===== config.mk =====
export PLATFORM = sky130hd
export DESIGN_NAME = cell_count_adaptation
export DESIGN_NICKNAME = d
export VERILOG_FILES = /design/src/rtl/cca_pkg.sv /design/src/rtl/cell_count_adaptation.sv
export SDC_FILE = /design/constraint.sdc
export NUM_CORES = 1
export LEC_CHECK = 0
export ABC_AREA = 1
export BUFFER_PORTS_ARGS = -buffer_cell sky130_fd_sc_hd__buf_2
export CAP_MARGIN = 40
export CORE_ASPECT_RATIO = 2
export CORE_UTILIZATION = 25
export CTS_BUF_LIST = sky130_fd_sc_hd__clkbuf_4 sky130_fd_sc_hd__clkbuf_8 sky130_fd_sc_hd__clkbuf_16
export DETAILED_ROUTE_END_ITERATION = 7
export PLACE_DENSITY = 0.38
export SLEW_MARGIN = 40
export SYNTH_ARGS = -nofsm -noshare
export SYNTH_HDL_FRONTEND = slang
export SYNTH_SLANG_ARGS = --single-unit
export TNS_END_PERCENT = 100

===== constraint.sdc =====
create_clock -name clk -period 4.36 [get_ports clk]
set_clock_uncertainty 0.1 [all_clocks]
set_input_delay 1.09 -clock clk [delete_from_list [all_inputs] [get_ports clk]]
set_output_delay 1.09 -clock clk [all_outputs]
set_load 0.05 [all_outputs]

===== src/rtl/cca_pkg.sv =====
// cca_pkg: shared constants for the cell count adaptation block
// action, request and register index codes, field widths, register reset values
// no dependencies
package cca_pkg;

  // field widths
  localparam int ACTION_W     = 3;
  localparam int REQUEST_W    = 3;
  localparam int USED_COUNT_W = 16;
  localparam int SCHED_W      = 8;
  localparam int REQUIRED_W   = 9;
  localparam int LIMIT_W      = 11;
  localparam int CFG_INDEX_W  = 3;
  localparam int CFG_DATA_W   = 11;

  // counter width default
  localparam int COUNTER_WIDTH_DEFAULT = 16;

  // action codes
  localparam logic [ACTION_W-1:0] ACT_RESET     = 3'd0;
  localparam logic [ACTION_W-1:0] ACT_TX_USED   = 3'd1;
  localparam logic [ACTION_W-1:0] ACT_RX_USED   = 3'd2;
  localparam logic [ACTION_W-1:0] ACT_HOUSEKEEP = 3'd3;
  localparam logic [ACTION_W-1:0] ACT_TRIGGER   = 3'd4;

  // request codes
  localparam logic [REQUEST_W-1:0] REQ_NONE       = 3'd0;
  localparam logic [REQUEST_W-1:0] REQ_ADD_TX     = 3'd1;
  localparam logic [REQUEST_W-1:0] REQ_ADD_RX     = 3'd2;
  localparam logic [REQUEST_W-1:0] REQ_DEL_TX     = 3'd3;
  localparam logic [REQUEST_W-1:0] REQ_DEL_RX     = 3'd4;
  localparam logic [REQUEST_W-1:0] REQ_KEEP_ALIVE = 3'd5;

  // configuration register indexes
  localparam logic [CFG_INDEX_W-1:0] CFG_WINDOW_CELLS    = 3'd0;
  localparam logic [CFG_INDEX_W-1:0] CFG_USED_HIGH_LIMIT = 3'd1;
  localparam logic [CFG_INDEX_W-1:0] CFG_USED_LOW_LIMIT  = 3'd2;
  localparam logic [CFG_INDEX_W-1:0] CFG_RX_INIT_HIGH    = 3'd3;
  localparam logic [CFG_INDEX_W-1:0] CFG_TX_MAX_CELLS    = 3'd4;
  localparam logic [CFG_INDEX_W-1:0] CFG_RX_MAX_CELLS    = 3'd5;

  // configuration reset values
  localparam logic [LIMIT_W-1:0] WINDOW_CELLS_RESET    = 11'd100;
  localparam logic [LIMIT_W-1:0] USED_HIGH_LIMIT_RESET = 11'd75;
  localparam logic [LIMIT_W-1:0] USED_LOW_LIMIT_RESET  = 11'd25;
  localparam logic [LIMIT_W-1:0] RX_INIT_HIGH_RESET    = 11'd75;
  localparam logic [SCHED_W-1:0] TX_MAX_CELLS_RESET    = 8'd16;
  localparam logic [SCHED_W-1:0] RX_MAX_CELLS_RESET    = 8'd16;

endpackage


===== src/rtl/cell_count_adaptation.sv =====
// cell_count_adaptation: TX/RX cell usage tracking and add/delete request selection
// depends on cca_pkg for codes, widths and register reset values
//
// Usage
//   Input channel (in_valid / in_stall) carries one request: reset of the counts,
//   TX used cells, one RX used cell, a housekeeping update or a trigger.
//   Every accepted request gives exactly one result on the output channel
//   (out_valid / out_stall): the request code picked by a trigger (none otherwise),
//   the required TX and RX cell counts and the pending keep-alive flag.
//   Configuration registers are written through cfg_write / cfg_index / cfg_data
//   and must only change while no request is in flight.
// Timing
//   A request is captured in an input register, evaluated there, and its result
//   is loaded into the output register once that register is free, which raises
//   out_valid. One request per cycle is sustained while out_stall is low; the
//   state update and the result load share the single evaluation cycle, so
//   requests see each other's effects without bubbles.
// Reset and stall
//   rst clears all counters, sets required TX to one and restores the register
//   defaults. While out_stall holds a result, the input register still takes
//   one more request; in_stall rises only when both registers are full.

module cell_count_adaptation #(
  parameter int COUNTER_WIDTH = cca_pkg::COUNTER_WIDTH_DEFAULT
) (
  input  logic                              clk,
  input  logic                              rst,
  // request input
  input  logic                              in_valid,
  output logic                              in_stall,
  input  logic [cca_pkg::ACTION_W-1:0]      action,
  input  logic                              clear_required,
  input  logic [cca_pkg::USED_COUNT_W-1:0]  used_count,
  input  logic                              parent_present,
  input  logic [cca_pkg::SCHED_W-1:0]       tx_scheduled_now,
  input  logic [cca_pkg::SCHED_W-1:0]       rx_scheduled_now,
  // result output
  output logic                              out_valid,
  input  logic                              out_stall,
  output logic [cca_pkg::REQUEST_W-1:0]     request,
  output logic [cca_pkg::REQUIRED_W-1:0]    tx_required_out,
  output logic [cca_pkg::REQUIRED_W-1:0]    rx_required_out,
  output logic                              keep_alive_pending,
  // configuration write port
  input  logic                              cfg_write,
  input  logic [cca_pkg::CFG_INDEX_W-1:0]   cfg_index,
  input  logic [cca_pkg::CFG_DATA_W-1:0]    cfg_data
);

  import cca_pkg::*;

  localparam int CW   = COUNTER_WIDTH;
  localparam int SW   = ((CW > USED_COUNT_W) ? CW : USED_COUNT_W) + 1;
  localparam int CMPW = (CW > LIMIT_W) ? CW : LIMIT_W;
  localparam logic [CW-1:0] CNT_MAX = {CW{1'b1}};

  typedef struct packed {
    logic [SCHED_W-1:0]    sched;
    logic [REQUIRED_W-1:0] req;
    logic [CW-1:0]         elap;
    logic [CW-1:0]         used;
  } dir_t;

  typedef struct packed {
    dir_t d;
    logic keep;
  } eval_t;

  // configuration registers
  logic [LIMIT_W-1:0] window_cells;
  logic [LIMIT_W-1:0] used_high_limit;
  logic [LIMIT_W-1:0] used_low_limit;
  logic [LIMIT_W-1:0] rx_initial_high_limit;
  logic [SCHED_W-1:0] tx_max_cells;
  logic [SCHED_W-1:0] rx_max_cells;

  // block state
  dir_t tx, tx_next;
  dir_t rx, rx_next;
  logic keep_alive_flag, keep_alive_flag_next;

  // input register
  logic                    s1_valid;
  logic [ACTION_W-1:0]     s1_action;
  logic                    s1_clear_required;
  logic [USED_COUNT_W-1:0] s1_used_count;
  logic                    s1_parent_present;
  logic [SCHED_W-1:0]      s1_tx_now;
  logic [SCHED_W-1:0]      s1_rx_now;

  logic                    out_ready;
  logic                    s1_fire;
  logic [REQUEST_W-1:0]    request_next;
  eval_t                   tx_eval;
  eval_t                   rx_eval;

  // saturating add on counters
  function automatic logic [CW-1:0] sat_add(input logic [SW-1:0] a, input logic [SW-1:0] b);
    logic [SW-1:0] s;
    s = a + b;
    if (s > SW'(CNT_MAX)) begin
      return CNT_MAX;
    end
    return s[CW-1:0];
  endfunction

  // one direction's housekeeping step and window evaluation
  function automatic eval_t evaluate(input logic is_tx, input logic [SCHED_W-1:0] now,
                                     input dir_t cur);
    eval_t              r;
    logic [LIMIT_W-1:0] high;
    logic [SCHED_W-1:0] maxc;
    logic [CW-1:0]      elap;
    r      = '0;
    r.d    = cur;
    high   = (is_tx || cur.sched != '0) ? used_high_limit : rx_initial_high_limit;
    maxc   = is_tx ? tx_max_cells : rx_max_cells;
    r.d.sched = now;
    if (!is_tx && now == '0) begin
      elap = sat_add(SW'(cur.elap), SW'(1));
    end else begin
      elap = sat_add(SW'(cur.elap), SW'(now));
    end
    r.d.elap = elap;
    if (CMPW'(elap) >= CMPW'(window_cells)) begin
      if (CMPW'(cur.used) > CMPW'(high) && now < maxc &&
          cur.req < ({1'b0, now} + 9'd1)) begin
        r.d.req = {1'b0, now} + 9'd1;
      end else if (CMPW'(cur.used) < CMPW'(used_low_limit) &&
                   ((is_tx && now > 8'd1) || (!is_tx && now > 8'd0)) &&
                   cur.req > ({1'b0, now} - 9'd1)) begin
        r.d.req = {1'b0, now} - 9'd1;
      end else if (is_tx && cur.used == '0 && now > 8'd0) begin
        r.keep = 1'b1;
      end
      r.d.elap = '0;
      r.d.used = '0;
    end
    return r;
  endfunction

  // handshake
  assign out_ready = !out_valid || !out_stall;
  assign s1_fire   = s1_valid && out_ready;
  assign in_stall  = s1_valid && !out_ready;

  // per-direction window evaluation
  always_comb begin
    tx_eval = evaluate(1'b1, s1_tx_now, tx);
    rx_eval = evaluate(1'b0, s1_rx_now, rx);
  end

  // next state and result for the held request
  always_comb begin
    tx_next              = tx;
    rx_next              = rx;
    keep_alive_flag_next = keep_alive_flag;
    request_next         = REQ_NONE;
    case (s1_action)
      ACT_RESET: begin
        keep_alive_flag_next = 1'b0;
        tx_next.sched = '0;
        tx_next.elap  = '0;
        tx_next.used  = '0;
        rx_next.sched = '0;
        rx_next.elap  = '0;
        rx_next.used  = '0;
        if (s1_clear_required) begin
          tx_next.req = 9'd1;
          rx_next.req = 9'd0;
        end
      end
      ACT_TX_USED: begin
        tx_next.used = sat_add(SW'(tx.used), SW'(s1_used_count));
      end
      ACT_RX_USED: begin
        rx_next.used = sat_add(SW'(rx.used), SW'(1));
      end
      ACT_HOUSEKEEP: begin
        if (s1_parent_present) begin
          tx_next = tx_eval.d;
          rx_next = rx_eval.d;
          if (tx_eval.keep) begin
            keep_alive_flag_next = 1'b1;
          end
        end
      end
      ACT_TRIGGER: begin
        if ({1'b0, tx.sched} < tx.req) begin
          request_next = REQ_ADD_TX;
        end else if ({1'b0, rx.sched} < rx.req) begin
          request_next = REQ_ADD_RX;
        end else if ({1'b0, tx.sched} > tx.req) begin
          request_next = REQ_DEL_TX;
        end else if ({1'b0, rx.sched} > rx.req) begin
          request_next = REQ_DEL_RX;
        end else if (keep_alive_flag) begin
          request_next         = REQ_KEEP_ALIVE;
          keep_alive_flag_next = 1'b0;
        end
      end
      default: begin
      end
    endcase
  end

  // control and state registers
  always_ff @(posedge clk) begin
    if (rst) begin
      s1_valid        <= 1'b0;
      out_valid       <= 1'b0;
      tx              <= '{sched: '0, req: 9'd1, elap: '0, used: '0};
      rx              <= '{sched: '0, req: 9'd0, elap: '0, used: '0};
      keep_alive_flag <= 1'b0;
    end else begin
      if (!s1_valid || out_ready) begin
        s1_valid <= in_valid;
      end
      if (out_ready) begin
        out_valid <= s1_valid;
      end
      if (s1_fire) begin
        tx              <= tx_next;
        rx              <= rx_next;
        keep_alive_flag <= keep_alive_flag_next;
      end
    end
  end

  // input payload register
  always_ff @(posedge clk) begin
    if (in_valid && !in_stall) begin
      s1_action         <= action;
      s1_clear_required <= clear_required;
      s1_used_count     <= used_count;
      s1_parent_present <= parent_present;
      s1_tx_now         <= tx_scheduled_now;
      s1_rx_now         <= rx_scheduled_now;
    end
  end

  // result payload register
  always_ff @(posedge clk) begin
    if (s1_fire) begin
      request            <= request_next;
      tx_required_out    <= tx_next.req;
      rx_required_out    <= rx_next.req;
      keep_alive_pending <= keep_alive_flag_next;
    end
  end

  // configuration registers
  always_ff @(posedge clk) begin
    if (rst) begin
      window_cells          <= WINDOW_CELLS_RESET;
      used_high_limit       <= USED_HIGH_LIMIT_RESET;
      used_low_limit        <= USED_LOW_LIMIT_RESET;
      rx_initial_high_limit <= RX_INIT_HIGH_RESET;
      tx_max_cells          <= TX_MAX_CELLS_RESET;
      rx_max_cells          <= RX_MAX_CELLS_RESET;
    end else if (cfg_write) begin
      unique case (cfg_index)
        CFG_WINDOW_CELLS:    window_cells          <= cfg_data;
        CFG_USED_HIGH_LIMIT: used_high_limit       <= cfg_data;
        CFG_USED_LOW_LIMIT:  used_low_limit        <= cfg_data;
        CFG_RX_INIT_HIGH:    rx_initial_high_limit <= cfg_data;
        CFG_TX_MAX_CELLS:    tx_max_cells          <= cfg_data[SCHED_W-1:0];
        CFG_RX_MAX_CELLS:    rx_max_cells          <= cfg_data[SCHED_W-1:0];
        default: begin
        end
      endcase
    end
  end

endmodule


; ---- Word level (Yosys, flattened, before mapping)
; Index checks and enable logic that the tools add are counted.
[word_totals]
regBits = 220
latchBits = 0
mem_bits_rw = 0
mem_bits_ro = 0
input_bits = 56
out_inout_bits = 24
elab_cells = 163
n_memories = 0
[classes]
n_addsub = 9
multipliers = 0
div = 0
magnitude_cmp = 24
n_eq_ne = 12
shifts = 0
mux = 50
n_bitwise = 1
n_reduce_logical = 38
[op_table]
columns = operator, n
row1 = $mux 16, 11
row2 = $pmux 33 s2, 2
row3 = $mux 49, 2
row4 = $pmux 16 s3, 2
row5 = $gt 17x16->1 const B, 5
row6 = $mux 9, 6
row7 = $mux 42, 1
row8 = $mux 41, 1
row9 = $add 16x1->17 const B, 2
row10 = $add 16x8->17, 2
row11 = $ge 16x11->1, 2
row12 = $gt 16x11->1, 2
row13 = $lt 16x11->1, 2
row14 = $gt 8x1->1 const B, 3
row15 = $mux 1, 19
row16 = $add 8x1->9 const B, 2
row17 = $gt 8x9->1, 2
row18 = $gt 9x9->1, 2
row19 = $lt 8x9->1, 2
row20 = $lt 9x9->1, 2
row21 = $sub 8x1->9 const B, 2
row22 = $add 16x16->17, 1
row23 = $logic_not 16->1, 1
row24 = $lt 8x8->1, 2
row25 = 22 further kinds, 56

; ---- Depth between registers and ports, before layout
[logic_depth]
word_depth = 10
depth_mapped = 37
depth_no_buf = 37

; ---- Least setup slack after synthesis
; Ideal clock, no wire load.
[synth_timing]
path_kind = register -> register
from = reg s1_tx_now[0]
to = reg tx_required_out[0] in the netlist's numbering (data pin)
setup_ns = 0.265
arrival_time_ns = 3.389
setup_slack_ns = 0.606
stages_incl_launch_ff = 28
path_buffers = 1
cell_sequence = edfxtp_1 -> ha_1 -> inv_1 -> fa_1 -> inv_1 -> nand3_1 -> nand2_1 -> a21boi_1 -> o21ai_2 -> nand3_1 -> nand2_1 -> ha_1 -> a21boi_0 -> o21ai_0 -> nand2_1 -> a21oi_1 -> o21ai_0 -> nand3_1 -> nand2_1 -> nand3_1 -> nand2_1 -> nand2_1 -> nand2_2 -> buf_6 -> nand3_2 -> nand2_1 -> nand2_1 -> o21bai_1
[synth_lines]
columns = element, line_no
row1 = start: declaration, cell_count_adaptation.sv:88  ; logic [SCHED_W-1:0] s1_tx_now;
row2 = start signal: assignment, cell_count_adaptation.sv:237  ; s1_tx_now <= tx_scheduled_now;
row3 = end signal: assignment, cell_count_adaptation.sv:246  ; tx_required_out <= tx_next.req;
row4 = end: declaration, cell_count_adaptation.sv:41  ; output logic [cca_pkg::REQUIRED_W-1:0] tx_required_out,

; ---- Final worst setup path
[layout_timing]
from = reg rx[26] in the netlist's numbering
to = reg rx[7] in the netlist's numbering
[layout_via]
elab_chain_len = 9
[layout_rtl]
columns = element, line_no
row1 = start: declaration, cell_count_adaptation.sv:79  ; dir_t rx, rx_next;
row2 = start signal: assignment, cell_count_adaptation.sv:213  ; rx <= '{sched: '0, req: 9'd0, elap: '0, used: '0};
row3 = start signal: assignment, cell_count_adaptation.sv:224  ; rx <= rx_next;
row4 = $add 16x8->17 / $add 16x1->17 (equally long branches), cell_count_adaptation.sv:100  ; s = a + b;
row5 = $gt 17x16->1, cell_count_adaptation.sv:101  ; if (s > SW'(CNT_MAX)) begin
row6 = $mux 1, cell_count_adaptation.sv:101
row7 = $mux 1, cell_count_adaptation.sv:119  ; if (!is_tx && now == '0) begin
row8 = $mux 16, cell_count_adaptation.sv:104  ; return s[CW-1:0];
row9 = $mux 16 (*), cell_count_adaptation.sv:119
row10 = $ge 16x11->1 (*), cell_count_adaptation.sv:125  ; if (CMPW'(elap) >= CMPW'(window_cells)) begin
row11 = $ne 2x2->1 (no source line) (*), --
row12 = $reduce_and 4->1 (no source line) (*), --
; Mark *: on every way between the ends. The rest lies on a longest branch, timed or not. The select of a mux whose other input is x is not followed.
; A chain may end at the register's enable or synchronous reset.

==> impl_results.md <==
* Max-cap viol count at 0
* Syn-to-layout area delta at 16.0%
* Post-DP HPWL at 42400 um
* Fin util at 29.5%
* Peak Freq at 250 MHz
* Total grt overflow at 0
* Clock Latency Late Sink at 0.59 ns
* Post-synthesis xor/xnor area fraction at 4.07%
* Fin area at 17500 sq um
* Slew Viols, Final at 0
* CTS Hold Bufs at 0
* Worst Hold Launch: rx_initial_high_limit[0]
* Mean Syn Cell Area at 7.34 sq um
* Largest family of logic cells by synthesized area: simple AND/OR/NAND/NOR gates
* LEAKAGE at 7.81 nW
* Nature of the critical path endpoint: register
* Worst reg-to-reg setup slack at 0.35 ns
* Asr flop ratio synth at 0%
* # rows at 126
* Setup TNS at 0 ns
* Worst Setup SP: rx[26]
* Worst-Margin Slew at 0.778 ns
* Initial antenna violation count at 1
* # IOs at 80
* Layout cells sized above 1 at 11.4%
* Distinct cell type count of the synthesized netlist at 61
* Multiplexer area fraction after synthesis at 0.374%
* Worst Hold Class: reg -> reg
* Tot Pwr at 0.00539 W
* DR vias/cell at 4.72
* Peak supply drop at 0.191 mV
* R2R Path End: rx[7]
* Adder-Cell Fraction of Synth Area at 14.5%
* Clk slew on worst S/H paths at 0.06 ns
* Diode count at 0
* Number of global-route vias before repair at 13700
* CP dominant cell by count: nand2_1
* Crit Path Max Fanout at 32
* Outcome: finished clean
* Global router's overall resource usage at 17.6%
* P per Cell Area at 308 nW/um^2
* Placed standard-cell area at 16600 sq um
* Largest net degree at the start of global routing at 86
* Via count at 13900
* Register bit total from synthesis at 220
* Worst flop-to-flop path startpoint: rx[26]
* Synthesis Warnings at 0
* Nets@finish at 2376
* Hold Fails Final Rpt at 0
* Crit path time final at 4.01 ns
* Post-Synthesis Cells at 2051
* First-pass GRT wire length at 81300 um
* Hold Crit Depth at 2
* Mean routed wirelength per cell at 18.4 um
* Port Buf Inserts at 79
* Final wirelength at 54000 um
* Detail Route Antenna Nets at 0
* CTS Buf Count at 26
* Primary FF master, synth: dfxtp_1
* Root Driver: clkbuf_16
* CTS Sinks at 220
* Final critical-path share of the clock period at 91.9%
* Core area at 59300 sq um
* WP data arrival at 4.35 ns
* DIE AREA at 61300 sq um
* Die X at 176 um
* Post-synth EDFFs at 59
* # H-tree levels at 1
* Critical path type: reg -> reg
* Pre-antenna DRT Iters at 6
* Rel. slew slack at 48.2%
* Starting Density at 25.4%
* TritonCTS clock tree: yes
* Setup crit start kind: register
* Max clock buf depth at 3
* RD Place Congestion at 0.909
* Synth Area in Simple Gates at 25.3%
* Seq/Total Area, Yosys at 33.2%
* Post-synthesis compound-gate area fraction at 14.3%
* Hold Path Sink: rx_initial_high_limit[0]
* Required time of the critical path at 4.70 ns
* Worst reg2reg path depth at 36
* Syn_nets at 2280
* DRC Markers at 0
* CP max stage delay at 0.44 ns
* Die Ht at 349 um
* Post-synthesis cell area at 15100 sq um
* Starting DRT DRC Count at 622
* Final Setup Violations at 0
* Slowest CP cell: dfxtp_1
-- worst max-delay path: cells and delay by family, from the launching register on --
family / cells / cell delay (ns)
AOI/OAI and AO/OA: 2 / 0.22
adders and majority gates: 1 / 0.29
buffers and inverters: 7 / 0.90
DFF: 1 / 0.44
and+or+nand+nor: 26 / 1.91
-- metrics by stage --
step	instances	worst slack, ns	hold slack [ns]
after detailed placement	2886	0.102	0.345
after global placement	2886	0.102	0.341
after floorplan	2051	0.606	0.329
after global routing	2934	-0.00218	0.380
after CTS	2933	0.0729	0.361
final	2934	0.352	0.358
-- power by group --
group | internal (W) | total [W] | switching [W] | leakage, nW
logic | 0.000299 | 0.000907 | 0.000608 | 5.51
clock network | 0.00126 | 0.00224 | 0.000980 | 0.419
registers | 0.00218 | 0.00225 | 0.0000684 | 1.88
total | 0.00373 | 0.00539 | 0.00166 | 7.81
-- synthesized netlist by cell type, drive strengths merged, types with 2 or more instances --
cell type  count  area, sq um
nand4         38          238
nor2         141          572
nand3b         7         52.6
inv          242          911
clkbuf        44          166
dfxtp        161         3220
fa             3         60.1
a31oi          4         25.0
mux2           5         56.3
o2111ai        3         32.5
o211ai        13         97.6
o21bai         8         60.1
o21ai        106          542
a2111oi        2         17.5
nand3        155          801
nor3          35          185
xnor2         13          114
ha           170         2130
edfxtp        59         1770
a21oi        229         1150
nor4          10         77.6
nand2        480         1830
clkinv         3         11.3
o22ai          8         63.8
buf           26          158
a211oi         6         45.0
a21o           5         37.5
a21boi         5         37.5
xor2          57          499
-- cells in the final DEF (no fill, tap or decap), types with 7 or more instances in the layout --
cell type  synthesis  layout
nor2_1           132     129
nand3_1          150     150
nand3b_1           7       7
o22ai_1            7       7
xor2_1            57      56
buf_4              4      56
buf_2             18      79
nor2_2             5       7
a21oi_1          228     226
ha_1             170     169
dfxtp_1          161     155
nand2_1          474     473
nor3_1            33      30
xnor2_1           13      13
o21ai_0           99      99
inv_1            237     234
clkbuf_4           0      11
o21bai_1           8       8
o211ai_1          13      13
clkbuf_16          0      26
nor4_1             9       9
nand4_1           38      38
edfxtp_1          59      59
-- registers in the layout (all words and copies together) (netlist names), 3 cells and up --
| name | cells |
|---|---|
| request | 3 |
| s1_used_count | 16 |
| tx_max_cells | 8 |
| window_cells | 11 |
| rx_initial_high_limit | 11 |
| s1_tx_now | 8 |
| s1_rx_now | 8 |
| rx_required_out | 9 |
| used_high_limit | 11 |
| tx | 49 |
| rx_max_cells | 8 |
| rx | 49 |
| tx_required_out | 9 |
| s1_action | 3 |
| used_low_limit | 11 |
-- layer usage --
metal / global-route usage, % / routed length (um) / up-vias
met1: 17.0 / 19200 / 6422
met5: 0 / 13 / -
met4: 8.31 / 2480 / 2
li1: - / - / 7071
met3: 1.82 / 1530 / 104
met2: 36.1 / 30700 / 262
-- worst max path at each step --
| stage | to | slack (ns) | cells past startpoint |
|---|---|---|---|
| 3_3_place_gp | rx_required_out[8] | 0.10 | 31 |
| 2_1_floorplan | tx_required_out[0] | 0.61 | 27 |
| 6_report | rx[7] | 0.35 | 36 |
| 5_1_grt | rx[10] | -0.002 | 37 |
| 4_1_cts | rx[7] | 0.07 | 32 |
| 3_5_place_dp | rx_required_out[8] | 0.10 | 30 |
-- kinds of logic (layout without fill, tap and decap cells) --
| kind of cell | Yosys count | after routing |
|---|---|---|
| AOI/OAI and AO/OA | 394 | 394 |
| xor gates and xnor gates | 70 | 70 |
| adders and majority gates | 173 | 173 |
| buffers and inverters | 315 | 430 |
| DFF | 220 | 220 |
| muxes | 5 | 5 |
| and+or+nand+nor | 874 | 874 |
-- cell type report --
class	count	area [sq um]
repair buffers	138	867
flip-flops and latches	220	5000
clock buffers	38	747
well taps	768	961
multi-input cells	1516	8880
clock inverters	9	91.3
fillers	6544	41800
inverters	245	925
-- what timing repair did --
action / in CTS / in global routing
endpoints found under the setup margin: 0 / 61
gates resized for setup: 0 / 14
buffers inserted: 0 / 1
(Power assumes the default switching activity.)
